## config.mk

```make
export PLATFORM = sky130hd
export DESIGN_NAME = dhcp_lease_allocator_unit
export DESIGN_NICKNAME = d
export VERILOG_FILES = /design/src/hdl/dla_pkg.sv /design/src/hdl/dla_lease_ram.sv /design/src/hdl/dla_ctrl.sv /design/src/hdl/dhcp_lease_allocator_unit.sv
export VERILOG_INCLUDE_DIRS = /design/src /design/src/hdl
export SDC_FILE = /design/constraint.sdc
export NUM_CORES = 1
export LEC_CHECK = 0
export BUFFER_PORTS_ARGS = -buffer_cell sky130_fd_sc_hd__buf_2
export CAP_MARGIN = 20
export CORE_UTILIZATION = 53
export CTS_CLUSTER_DIAMETER = 80
export DETAILED_ROUTE_END_ITERATION = 6
export HOLD_SLACK_MARGIN = 0.02
export PLACE_DENSITY = 0.74
export SYNTH_ARGS = -nofsm -noshare
export SYNTH_HDL_FRONTEND = slang
export SYNTH_SLANG_ARGS = --single-unit
```

## constraint.sdc

```tcl
create_clock -name clk -period 9.2 [get_ports clk]
set_input_delay 0.92 -clock clk [delete_from_list [all_inputs] [get_ports clk]]
set_output_delay 0.92 -clock clk [all_outputs]
set_load 0.02 [all_outputs]
```

## src/hdl/dhcp_lease_allocator_unit_defines.svh

```systemverilog
// assertion macros used by the lease allocator controller
`ifndef DHCP_LEASE_ALLOCATOR_UNIT_DEFINES_SVH
`define DHCP_LEASE_ALLOCATOR_UNIT_DEFINES_SVH

// same-cycle implication, disabled while in reset
`define DLA_ASSERT_NOW(lbl, clk, rst_n, ante, cons, msg) \
	lbl: assert property (@(posedge clk) disable iff (!(rst_n)) (ante) |-> (cons)) \
		else $error(msg);

// next-cycle implication, disabled while in reset
`define DLA_ASSERT_NEXT(lbl, clk, rst_n, ante, cons, msg) \
	lbl: assert property (@(posedge clk) disable iff (!(rst_n)) (ante) |=> (cons)) \
		else $error(msg);

`endif

```

## src/hdl/dla_pkg.sv

```systemverilog
package dla_pkg;

	localparam int MAC_W = 48;

	// header check values
	localparam logic [7:0]  OP_REQUEST   = 8'd1;
	localparam logic [31:0] COOKIE_VALUE = 32'h63825363;
	localparam logic [7:0]  MSG_DISCOVER = 8'd1;
	localparam logic [7:0]  MSG_REQUEST  = 8'd3;

	// configuration register indexes
	localparam logic [1:0] REG_SERVER_ADDR = 2'd0;
	localparam logic [1:0] REG_POOL_BASE   = 2'd1;

	localparam logic [31:0] SERVER_ADDR_RESET = 32'd0;
	localparam logic [7:0]  POOL_BASE_RESET   = 8'd16;

	typedef enum logic [1:0] {
		ACT_DROP  = 2'd0,
		ACT_OFFER = 2'd1,
		ACT_ACK   = 2'd2,
		ACT_ALLOC = 2'd3
	} action_t;

	typedef enum logic [1:0] {
		ST_IDLE  = 2'd0,
		ST_MATCH = 2'd1,
		ST_CLAIM = 2'd2
	} state_t;

endpackage

```

## src/hdl/dla_lease_ram.sv

```systemverilog
module dla_lease_ram import dla_pkg::*; #(
	parameter int NUM_LEASES = 8,
	localparam int IW = (NUM_LEASES > 1) ? $clog2(NUM_LEASES) : 1
) (
	input  logic             clk,
	input  logic             arst_n,
	input  logic             we,
	input  logic [IW-1:0]    waddr,
	input  logic [MAC_W-1:0] wdata,
	input  logic [IW-1:0]    raddr,
	output logic [MAC_W-1:0] rdata
);

	logic [MAC_W-1:0]      mem_q [NUM_LEASES];
	logic [NUM_LEASES-1:0] valid_q;
	logic [MAC_W-1:0]      rd_q;
	logic                  rd_vld_q;

	// table storage with registered read
	always_ff @(posedge clk) begin
		if (we) begin
			mem_q[waddr] <= wdata;
		end
		rd_q <= mem_q[raddr];
	end

	// per-entry written flags, a never-written entry reads as free
	always_ff @(posedge clk or negedge arst_n) begin
		if (!arst_n) begin
			valid_q  <= '0;
			rd_vld_q <= 1'b0;
		end else begin
			if (we) begin
				valid_q[waddr] <= 1'b1;
			end
			rd_vld_q <= valid_q[raddr];
		end
	end

	assign rdata = rd_vld_q ? rd_q : '0;

endmodule

```

## src/hdl/dla_ctrl.sv

```systemverilog
`include "dhcp_lease_allocator_unit_defines.svh"

module dla_ctrl import dla_pkg::*; #(
	parameter int NUM_LEASES = 8,
	localparam int IW = (NUM_LEASES > 1) ? $clog2(NUM_LEASES) : 1
) (
	input  logic             clk,
	input  logic             arst_n,
	input  logic             start,
	output logic             busy,
	input  logic             length_ok,
	input  logic [7:0]       op_code,
	input  logic [31:0]      magic_word,
	input  logic [7:0]       message_type,
	input  logic [MAC_W-1:0] client_mac,
	input  logic [31:0]      server_address,
	input  logic [7:0]       pool_base_offset,
	output logic             ram_we,
	output logic [IW-1:0]    ram_waddr,
	output logic [MAC_W-1:0] ram_wdata,
	output logic [IW-1:0]    ram_raddr,
	input  logic [MAC_W-1:0] ram_rdata,
	output logic             done,
	output logic [1:0]       action,
	output logic [2:0]       lease_slot,
	output logic [31:0]      offer_address
);

	localparam logic [IW-1:0] LAST_IDX = IW'(NUM_LEASES - 1);

	state_t           state_q, state_d;
	logic [IW-1:0]    rd_ptr_q;
	logic [IW-1:0]    cmp_idx_q;
	logic             cmp_vld_q;
	logic [MAC_W-1:0] mac_q;
	logic [7:0]       type_q;
	logic             done_q;
	action_t          action_q;
	logic [2:0]       slot_q;
	logic [31:0]      addr_q;

	logic             accept;
	logic             hdr_ok;
	logic [MAC_W-1:0] key;
	logic             hit;
	logic             at_last;
	logic             restart;
	logic             finish_hit;
	logic             finish_drop;
	action_t          act_d;

	assign accept  = start && (state_q == ST_IDLE);
	assign busy    = (state_q != ST_IDLE);
	assign hdr_ok  = length_ok && (op_code == OP_REQUEST) && (magic_word == COOKIE_VALUE);
	assign at_last = (cmp_idx_q == LAST_IDX);

	// shared compare unit: first pass looks for the mac, second for a free entry
	assign key = (state_q == ST_MATCH) ? mac_q : '0;
	assign hit = busy && cmp_vld_q && (ram_rdata == key);

	// next state
	always_comb begin
		state_d = state_q;
		unique case (state_q)
			ST_IDLE: begin
				if (accept && hdr_ok) begin
					state_d = ST_MATCH;
				end
			end
			ST_MATCH: begin
				if (hit) begin
					state_d = ST_IDLE;
				end else if (cmp_vld_q && at_last) begin
					state_d = ST_CLAIM;
				end
			end
			ST_CLAIM: begin
				if (hit || (cmp_vld_q && at_last)) begin
					state_d = ST_IDLE;
				end
			end
			default: begin
				state_d = ST_IDLE;
			end
		endcase
	end

	// sequencer outputs
	always_comb begin
		ram_we      = (state_q == ST_CLAIM) && hit;
		ram_waddr   = cmp_idx_q;
		ram_wdata   = mac_q;
		ram_raddr   = rd_ptr_q;
		restart     = (state_q == ST_MATCH) && !hit && cmp_vld_q && at_last;
		finish_hit  = hit;
		finish_drop = (accept && !hdr_ok)
			|| ((state_q == ST_CLAIM) && !hit && cmp_vld_q && at_last);
	end

	// reply kind from message type
	always_comb begin
		if (type_q == MSG_DISCOVER) begin
			act_d = ACT_OFFER;
		end else if (type_q == MSG_REQUEST) begin
			act_d = ACT_ACK;
		end else begin
			act_d = ACT_ALLOC;
		end
	end

	// control state
	always_ff @(posedge clk or negedge arst_n) begin
		if (!arst_n) begin
			state_q   <= ST_IDLE;
			rd_ptr_q  <= '0;
			cmp_idx_q <= '0;
			cmp_vld_q <= 1'b0;
			done_q    <= 1'b0;
		end else begin
			state_q <= state_d;
			done_q  <= finish_hit || finish_drop;
			if (accept || restart) begin
				rd_ptr_q  <= '0;
				cmp_vld_q <= 1'b0;
			end else if (busy) begin
				if (rd_ptr_q != LAST_IDX) begin
					rd_ptr_q <= rd_ptr_q + IW'(1);
				end
				cmp_idx_q <= rd_ptr_q;
				cmp_vld_q <= 1'b1;
			end else begin
				cmp_vld_q <= 1'b0;
			end
		end
	end

	// item capture and result registers
	always_ff @(posedge clk) begin
		if (accept) begin
			mac_q  <= client_mac;
			type_q <= message_type;
		end
		if (finish_hit) begin
			action_q <= act_d;
			slot_q   <= 3'(cmp_idx_q);
			addr_q   <= {server_address[31:8],
				server_address[7:0] + pool_base_offset + 8'(cmp_idx_q)};
		end else if (finish_drop) begin
			action_q <= ACT_DROP;
			slot_q   <= '0;
			addr_q   <= '0;
		end
	end

	assign done          = done_q;
	assign action        = action_q;
	assign lease_slot    = slot_q;
	assign offer_address = addr_q;

	`DLA_ASSERT_NEXT(a_accept_progress, clk, arst_n, accept, busy || done,
		"accepted item neither searching nor dropped")
	`DLA_ASSERT_NOW(a_write_in_claim, clk, arst_n, ram_we,
		(state_q == ST_CLAIM) && cmp_vld_q, "table write outside free-entry search")
	`DLA_ASSERT_NOW(a_done_when_idle, clk, arst_n, done, state_q == ST_IDLE,
		"result strobe while still searching")
	`DLA_ASSERT_NOW(a_drop_zero, clk, arst_n, done && (action == ACT_DROP),
		(lease_slot == 3'd0) && (offer_address == 32'd0), "dropped result carries data")

endmodule

```

## src/hdl/dhcp_lease_allocator_unit.sv

```systemverilog
// channel   direction  transfer when           payload
// command   in         start && !busy          length_ok, op_code, magic_word,
//                                              message_type, client_mac
// config    in         cfg_valid && cfg_ready  cfg_index, cfg_data
// result    out        done (one cycle)        action, lease_slot, offer_address
//
// a failed header check gives its result strobe in the cycle after start
// a known mac is found in the first pass over the table, a new client
// claims the first free entry in the second pass, a full table is dropped
// the search does one 48-bit compare per cycle behind the registered table read
// busy drops in the cycle of the strobe, so the next start may come right then
// arst_n frees the table (all entries free) and resets the config registers
// the receiver cannot stall; cfg_ready is always high
module dhcp_lease_allocator_unit import dla_pkg::*; #(
	parameter int NUM_LEASES = 8
) (
	input  logic        clk,
	input  logic        arst_n,
	input  logic        start,
	output logic        busy,
	input  logic        length_ok,
	input  logic [7:0]  op_code,
	input  logic [31:0] magic_word,
	input  logic [7:0]  message_type,
	input  logic [47:0] client_mac,
	input  logic        cfg_valid,
	output logic        cfg_ready,
	input  logic [1:0]  cfg_index,
	input  logic [31:0] cfg_data,
	output logic        done,
	output logic [1:0]  action,
	output logic [2:0]  lease_slot,
	output logic [31:0] offer_address
);

	localparam int IW = (NUM_LEASES > 1) ? $clog2(NUM_LEASES) : 1;

	logic [31:0]      server_addr_q;
	logic [7:0]       pool_base_q;
	logic             ram_we;
	logic [IW-1:0]    ram_waddr;
	logic [MAC_W-1:0] ram_wdata;
	logic [IW-1:0]    ram_raddr;
	logic [MAC_W-1:0] ram_rdata;

	assign cfg_ready = 1'b1;

	// config registers
	always_ff @(posedge clk or negedge arst_n) begin
		if (!arst_n) begin
			server_addr_q <= SERVER_ADDR_RESET;
			pool_base_q   <= POOL_BASE_RESET;
		end else if (cfg_valid && cfg_ready) begin
			unique case (cfg_index)
				REG_SERVER_ADDR: server_addr_q <= cfg_data;
				REG_POOL_BASE:   pool_base_q   <= cfg_data[7:0];
				default: ;
			endcase
		end
	end

	// lease table
	dla_lease_ram #(
		.NUM_LEASES(NUM_LEASES)
	) u_ram (
		.clk   (clk),
		.arst_n(arst_n),
		.we    (ram_we),
		.waddr (ram_waddr),
		.wdata (ram_wdata),
		.raddr (ram_raddr),
		.rdata (ram_rdata)
	);

	// header check, search sequencer and result registers
	dla_ctrl #(
		.NUM_LEASES(NUM_LEASES)
	) u_ctrl (
		.clk             (clk),
		.arst_n          (arst_n),
		.start           (start),
		.busy            (busy),
		.length_ok       (length_ok),
		.op_code         (op_code),
		.magic_word      (magic_word),
		.message_type    (message_type),
		.client_mac      (client_mac),
		.server_address  (server_addr_q),
		.pool_base_offset(pool_base_q),
		.ram_we          (ram_we),
		.ram_waddr       (ram_waddr),
		.ram_wdata       (ram_wdata),
		.ram_raddr       (ram_raddr),
		.ram_rdata       (ram_rdata),
		.done            (done),
		.action          (action),
		.lease_slot      (lease_slot),
		.offer_address   (offer_address)
	);

endmodule

```

# ---- After elaboration in Yosys (flattened, before gate mapping)
# Memory sizes are Yosys's and may differ from the RTL's. A register that Yosys moved wholly into a read port is not among the register bits.
# Index checks and enable logic that the tools add are counted.
dict set report op_classes {
  reduce_logical 33
  magnitude_cmp 3
  shift 0
  bitwise 2
  n_div 0
  mux 26
  multipliers 0
  addsub 3
  n_eq_ne 13
}
# operator n
set ops {}
lappend ops {{48-bit 2-to-1 mux} 2}
lappend ops {{32-bit 2-to-1 mux} 2}
lappend ops {{48-bit equality test} 1}
lappend ops {{32-bit by 31-bit equality test with 1-bit output, second input constant} 1}
lappend ops {{8-bit by 1-bit equality test with 1-bit output, second input constant} 2}
lappend ops {{1-bit logical AND} 16}
lappend ops {{3-bit 2-to-1 mux} 5}
lappend ops {{2-bit 2-to-1 mux} 7}
lappend ops {{8-bit by 3-bit adder with 8-bit output} 1}
lappend ops {{8-bit adder} 1}
lappend ops {{8-bit by 2-bit equality test with 1-bit output, second input constant} 1}
lappend ops {{3-bit by 4-bit less-than comparator with 1-bit output, second input constant} 2}
lappend ops {{8-bit OR} 1}
lappend ops {{2-bit AND reduction} 4}
lappend ops {{2-bit nonzero test} 4}
lappend ops {{1-bit 2-to-1 mux} 7}
lappend ops {{2-bit case mux with 3 select lines} 1}
lappend ops {{2-bit by 1-bit equality test with 1-bit output, second input constant} 2}
lappend ops {{2-bit zero test} 2}
lappend ops {{1-bit logical OR} 4}
lappend ops {{3-bit by 1-bit adder with 3-bit output, second input constant} 1}
lappend ops {{1-bit binary-select mux with 3-bit select} 1}
lappend ops {{1-bit demux with 3-bit select} 1}
lappend ops {{3-bit equality test, second input constant} 1}
lappend ops {{9 further kinds} 10}
dict set report totals {
  mem_count 1
  out_inout_bits 40
  mem_bits_rw 384
  latch_bits 0
  rom_bits 0
  ff_bits 152
  input_bits 135
}
# memory words width rd rd_ports_with_merged_regs write_ports line_no
set mem_list {}
lappend mem_list {u_ram.mem_q 8 48 1 1 1 dla_lease_ram.sv:14} ;# logic [MAC_W-1:0] mem_q [NUM_LEASES];

# ---- Depth between registers and ports, before layout
dict set report logic_depth {
  ltp_word 11
  mapped_depth 14
}

# ---- By module
# A second synthesis with hierarchy kept.
dict set report hier_totals {
  hier_cells 1216
  hier_area_um2 22995.8
}
# module instances area_each_um2 seq_area_each_um2 cells_each
set modules_own_cells {}
lappend modules_own_cells {dla_lease_ram 1 16119.2 12717.2 692}
lappend modules_own_cells {dla_ctrl 1 5352.6 3042.9 437}
lappend modules_own_cells {dhcp_lease_allocator_unit 1 1524.0 1002.2 87}

# ---- Least setup slack after synthesis
# Ideal clock, no wire load.
dict set report synth_timing {
  path_type {input to register}
  start {input port magic_word[23]}
  end {register u_ctrl.action_q[0], in the netlist u_ctrl.action[0] (enable)}
  setup_slack_ns 4.579
  setup_ns 0.485
  stages 6
  arrival_ns 4.137
  required_ns 8.715
  path_cell_list {and4b_1 -> nand4_1 -> nor4_1 -> nor3b_1 -> a21oi_1 -> o21ai_0}
}
dict set report synth_via {
  elab_chain_len 6
}
# item line_no
set synth_lines {}
lappend synth_lines {{start, declared} dhcp_lease_allocator_unit.sv:23} ;# input logic [31:0] magic_word,
lappend synth_lines {{32-bit by 31-bit equality test with 1-bit output} dla_ctrl.sv:54} ;# assign hdr_ok = length_ok && (op_code == OP_REQUEST) && (magic_word == COOKIE_VALUE);
lappend synth_lines {{1-bit logical AND} dla_ctrl.sv:54}
lappend synth_lines {{1-bit zero test} dla_ctrl.sv:96} ;# finish_drop = (accept && !hdr_ok)
lappend synth_lines {{1-bit logical AND} dla_ctrl.sv:96}
lappend synth_lines {{1-bit logical OR} dla_ctrl.sv:97} ;# || ((state_q == ST_CLAIM) && !hit && cmp_vld_q && at_last);
lappend synth_lines {{2-bit nonzero test (no source line)} n/a}
lappend synth_lines {{end signal, assigned} dla_ctrl.sv:144} ;# action_q <= act_d;
lappend synth_lines {{end, declared} dla_ctrl.sv:38} ;# action_t action_q;
# No other way between the ends.
# A chain may end at the register's enable or synchronous reset.

# ---- Final worst setup path
dict set report layout_timing {
  start {register u_ctrl.mac_q[28], in the netlist u_ctrl.ram_wdata[28]}
  end {memory u_ram.mem_q[0][41] (enable)}
}
dict set report layout_via {
  elab_chain_len 6
}
# item line_no
set layout_lines {}
lappend layout_lines {{start, declared} dla_ctrl.sv:35} ;# logic [MAC_W-1:0] mac_q;
lappend layout_lines {{start signal, assigned} dla_ctrl.sv:140} ;# mac_q <= client_mac;
lappend layout_lines {{48-bit 2-to-1 mux} dla_ctrl.sv:58} ;# assign key = (state_q == ST_MATCH) ? mac_q : '0;
lappend layout_lines {{48-bit equality test} dla_ctrl.sv:59} ;# assign hit = busy && cmp_vld_q && (ram_rdata == key);
lappend layout_lines {{1-bit logical AND} dla_ctrl.sv:59}
lappend layout_lines {{1-bit logical AND} dla_ctrl.sv:90} ;# ram_we = (state_q == ST_CLAIM) && hit;
lappend layout_lines {{1-bit 2-to-1 mux} dla_lease_ram.sv:21} ;# if (we) begin
lappend layout_lines {{1-bit 2-to-1 mux (not written as such)} dla_lease_ram.sv:22} ;# mem_q[waddr] <= wdata;
lappend layout_lines {{end, declared} dla_lease_ram.sv:14}
# No other way between the ends.

==> run_results.csv <==
group,metric,value,unit
status,outcome,"complete, no violations",
clocking,count_of_hold_fix_buffers_inserted_at_cts,0,
sta,max_slew_margin,0.345,
sta,timing.setup.tns,0,ns
route,final_wirelength,47500,um
place,placement.io_buffers,173,
clocking,cts_made_buffers,56,
yosys,ys_types,70,
power_and_ir_drop,max-vdd-ir-drop,0.164,mV
global_route,grt_usage,0.225,
sta,slew_viol_final,0,
clocking,post_cts_buffers,0,
sta,max_clock_freq,215,MHz
sta,grt_setup_unrepaired,"false",
clocking,clock_tree_from_tritoncts,"yes",
power_and_ir_drop,power.leakage,9.04,nW
yosys,yosys.area_share.xor_xnor,0.00352,
clocking,clkSinkCount,584,
route,detailedRoute.firstIterationViolations,1033,
yosys,postSynthNetCount,1304,
global_route,grt_pass1_vias,12000,
yosys,ys.flop_type,"edfxtp_1",
global_route,grt.met3_usage,0.0402,
yosys,main_combinational_cell_family_by_area_after_synthesis,"multiplexers",
power_and_ir_drop,design_power_total,5.52,mW
clocking,cts-root-buf,"clkbuf_16",
worst_setup_path,cp.arrival,4.90,ns
floorplanning,pin_count,175,
route,drt-vias-per-instance,5.93,
worst_hold_path,hold_path.class,"in2async",
yosys,synth_top_cell_by_area,"edfxtp_1",
place,cell_area_placed,23900,um^2
finish,layout.cell_area.non_filler,25800,um^2
global_route,grt_pass1_wl,72200,um
yosys,post_synth_main_area_contributors,"edfxtp_1 64%, mux4_2 9.9%, dfrtp_1 6.5%",
clocking,clkLatencyLatePin,0.62,ns
worst_setup_path,cp-start-kind,"flop",
run,cap_violations,0,
worst_setup_path,timing.critical_path.to_type,"flop",
worst_setup_path,worstPathMaxFanout,33,
route,post-route-drc-count,0,
floorplanning,initial_util,0.542,
yosys,syn_area,22400,um^2
worst_setup_path,crit_family,"simple AND/OR/NAND/NOR gates",
worst_setup_path,critical-path-slowest-cell,"and3_2",
finish,postLayoutCoreUtil,0.625,
yosys,synth_seq_area_share,0.748,
clocking,cts-htree-levels,2,
sta,worst_slack,4.54,ns
place,gp_routability_congestion,0.916,
route,vias,11500,
floorplanning,die_area,43100,um^2
route,route.detailed.wl_per_inst,24.5,um
route,postRouteAntennaNets,0,
yosys,yosys_warnings,0,
place,placed_cells_incl_taps,1828,
yosys,synthAdderAreaFrac,0.0103,
yosys,syn-mean-instance-area,19.4,um^2
worst_setup_path,crit_chain,"inv_1, a22o_1, or4_1, or4_4, a221oi_4, buf_4, and2_1, and3_2, buf_4",
place,hpwl,28200,um
worst_setup_path,cp_slowest_stage_delay,0.57,ns
finish,post_route_cells_drive_above_1_share,0.357,
yosys,post_synthesis_simple_gate_area_fraction,0.0486,
worst_setup_path,timing.critical_path.mode_cell,"buf_4",
yosys,syn_inst,1153,
sta,post-route-period-util,0.506,
floorplanning,design.core.area,41300,um^2
global_route,groute.layer.met1.usage,0.309,
place,preCtsSetupSlack,4.60,ns
yosys,synth_top_cell_area_share,0.640,
yosys,synth_enable_flop_cells,477,
yosys,synthesized_flop_and_latch_total,584,
sta,setup-violations-final,0,
clocking,cts_resized,0,
finish,instances_no_fill,1935,
worst_setup_path,critical_path_buf_inv_count,3,
global_route,grt_antenna_before_repair,1,
sta,worst_slew_pin_slew,0.982,ns
yosys,synth_mux_area_frac,0.143,
sta,setup_skew,0.0263,ns
yosys,synth-async-reset-ratio,0.101,
floorplanning,die_w,208,um
global_route,global_route.peak_usage_layer,"met2",
clocking,clock_pin_slew_reported_for_the_worst_setup_and_hold_paths_after_clock_tree_synthesis,0.06,ns
sta,min_period,4.66,ns
yosys,synth_compound_gate_area_share,0.0299,
global_route,overflow,0,
worst_setup_path,timing_worst_setup_path_type,"reg2reg",
clocking,clock_path_buffers,3,
finish,area_growth,15.3,%
floorplanning,num_rows,74,
sta,timing.hold.ws,0.466,ns
worst_setup_path,critical_path_data_required_time,9.44,ns
route,firstDrtPassIters,5,
sta,final-hold-violation-count,0,
power_and_ir_drop,power.density,214,nW/um^2
global_route,groute.layer.met2.usage,0.371,
floorplanning,die_height,208,um
global_route,grt_max_degree,61,
finish,fin_nets,1505,
## flip-flops by register name, summed over array words and instances, names as in the netlist
signal,count
pool_base_q,8
server_addr_q,32
u_ctrl.action,2
u_ctrl.cmp_vld_q,1
u_ctrl.done,1
u_ctrl.lease_slot,3
u_ctrl.offer_address,32
u_ctrl.ram_raddr,3
u_ctrl.ram_waddr,3
u_ctrl.ram_wdata,48
u_ctrl.state_q,2
u_ctrl.type_q,8
u_ram.mem_q,384
u_ram.rd_q,48
u_ram.rd_vld_q,1
u_ram.valid_q,8
## layer usage
| metal | part of all wire | up-vias |
|---|---|---|
| met5 | 0 | - |
| met4 | 0.020 | 0 |
| met3 | 0.068 | 60 |
| met2 | 0.49 | 433 |
| met1 | 0.42 | 5934 |
| li1 | - | 5045 |
## Yosys cell counts (5+ instances only)
| cell type | instances |
|---|---|
| xnor2_1 | 7 |
| buf_1 | 10 |
| o21ai_0 | 18 |
| nor4bb_1 | 5 |
| a21oi_1 | 11 |
| ha_1 | 12 |
| mux4_2 | 98 |
| o2111ai_1 | 5 |
| edfxtp_1 | 477 |
| and3_1 | 34 |
| dfrtp_1 | 58 |
| nor2b_1 | 17 |
| nand2_1 | 13 |
| a31o_2 | 6 |
| nand3_1 | 9 |
| inv_1 | 38 |
| a31oi_1 | 6 |
| nor4_1 | 19 |
| dfxtp_1 | 48 |
| o22ai_1 | 8 |
| nor2_1 | 20 |
| clkbuf_1 | 31 |
| nand4_1 | 6 |
| mux2_2 | 88 |
| nand2b_1 | 26 |
| nor3_1 | 6 |
## worst paths after layout
check,cells after the start,end,slack (ns),from
max,9,u_ram.mem_q[0][41],4.54,u_ctrl.ram_wdata[28]
min,2,server_addr_q[14],0.47,arst_n
max reg2reg,9,u_ram.mem_q[0][41],4.54,u_ctrl.ram_wdata[28]
min reg2reg,1,u_ram.valid_q[3],0.47,u_ram.valid_q[3]
max in group asynchronous,2,u_ctrl.ram_raddr[0],8.11,arst_n
min in group clk,1,u_ctrl.ram_wdata[38],0.47,client_mac[38]
## power breakdown
part           leakage (nW)  internal [mW]  switching [mW]
Clock                 0.959           1.37           0.982
Combinational          2.59         0.0948          0.0971
Sequential             5.48           2.92          0.0573
## cells in the final DEF, fill, tap and decap left out, drive strengths merged, types with 5 or more instances in the layout
| master | count |
|---|---|
| o22ai | 8 |
| o21ai | 18 |
| and3 | 36 |
| dfrtp | 58 |
| a31oi | 6 |
| xnor2 | 7 |
| buf | 190 |
| nor3b | 5 |
| nand2 | 14 |
| nor2b | 17 |
| edfxtp | 477 |
| nor3 | 6 |
| dfxtp | 48 |
| ha | 12 |
| clkinv | 19 |
| nand3 | 9 |
| o2111ai | 5 |
| clkbuf | 84 |
| a31o | 9 |
| nor4 | 19 |
| a21oi | 11 |
| nor4bb | 5 |
| nand2b | 26 |
| mux2 | 88 |
| nor2 | 20 |
| mux4 | 98 |
| nand4 | 6 |
| inv | 38 |
## area by class of cell
type / count / area [um^2]
inverter: 39 / 146
sequential: 584 / 16800
antenna: 1 / 2.50
timing repair buffer: 190 / 993
tap: 532 / 666
clock buffer: 84 / 1700
multi-input combinational: 483 / 5300
clock inverter: 22 / 239
fill: 2857 / 15500
## logic make-up after synthesis
kind of cell	Yosys count
buffers and inverters	86
AO/OA/AOI/OAI	91
other	1
AND/OR/NAND/NOR	180
multiplexers	186
XOR/XNOR	9
adder cells (fa/ha/maj)	16
flip-flops	584
Note: power is estimated with default switching activity, not from simulation.
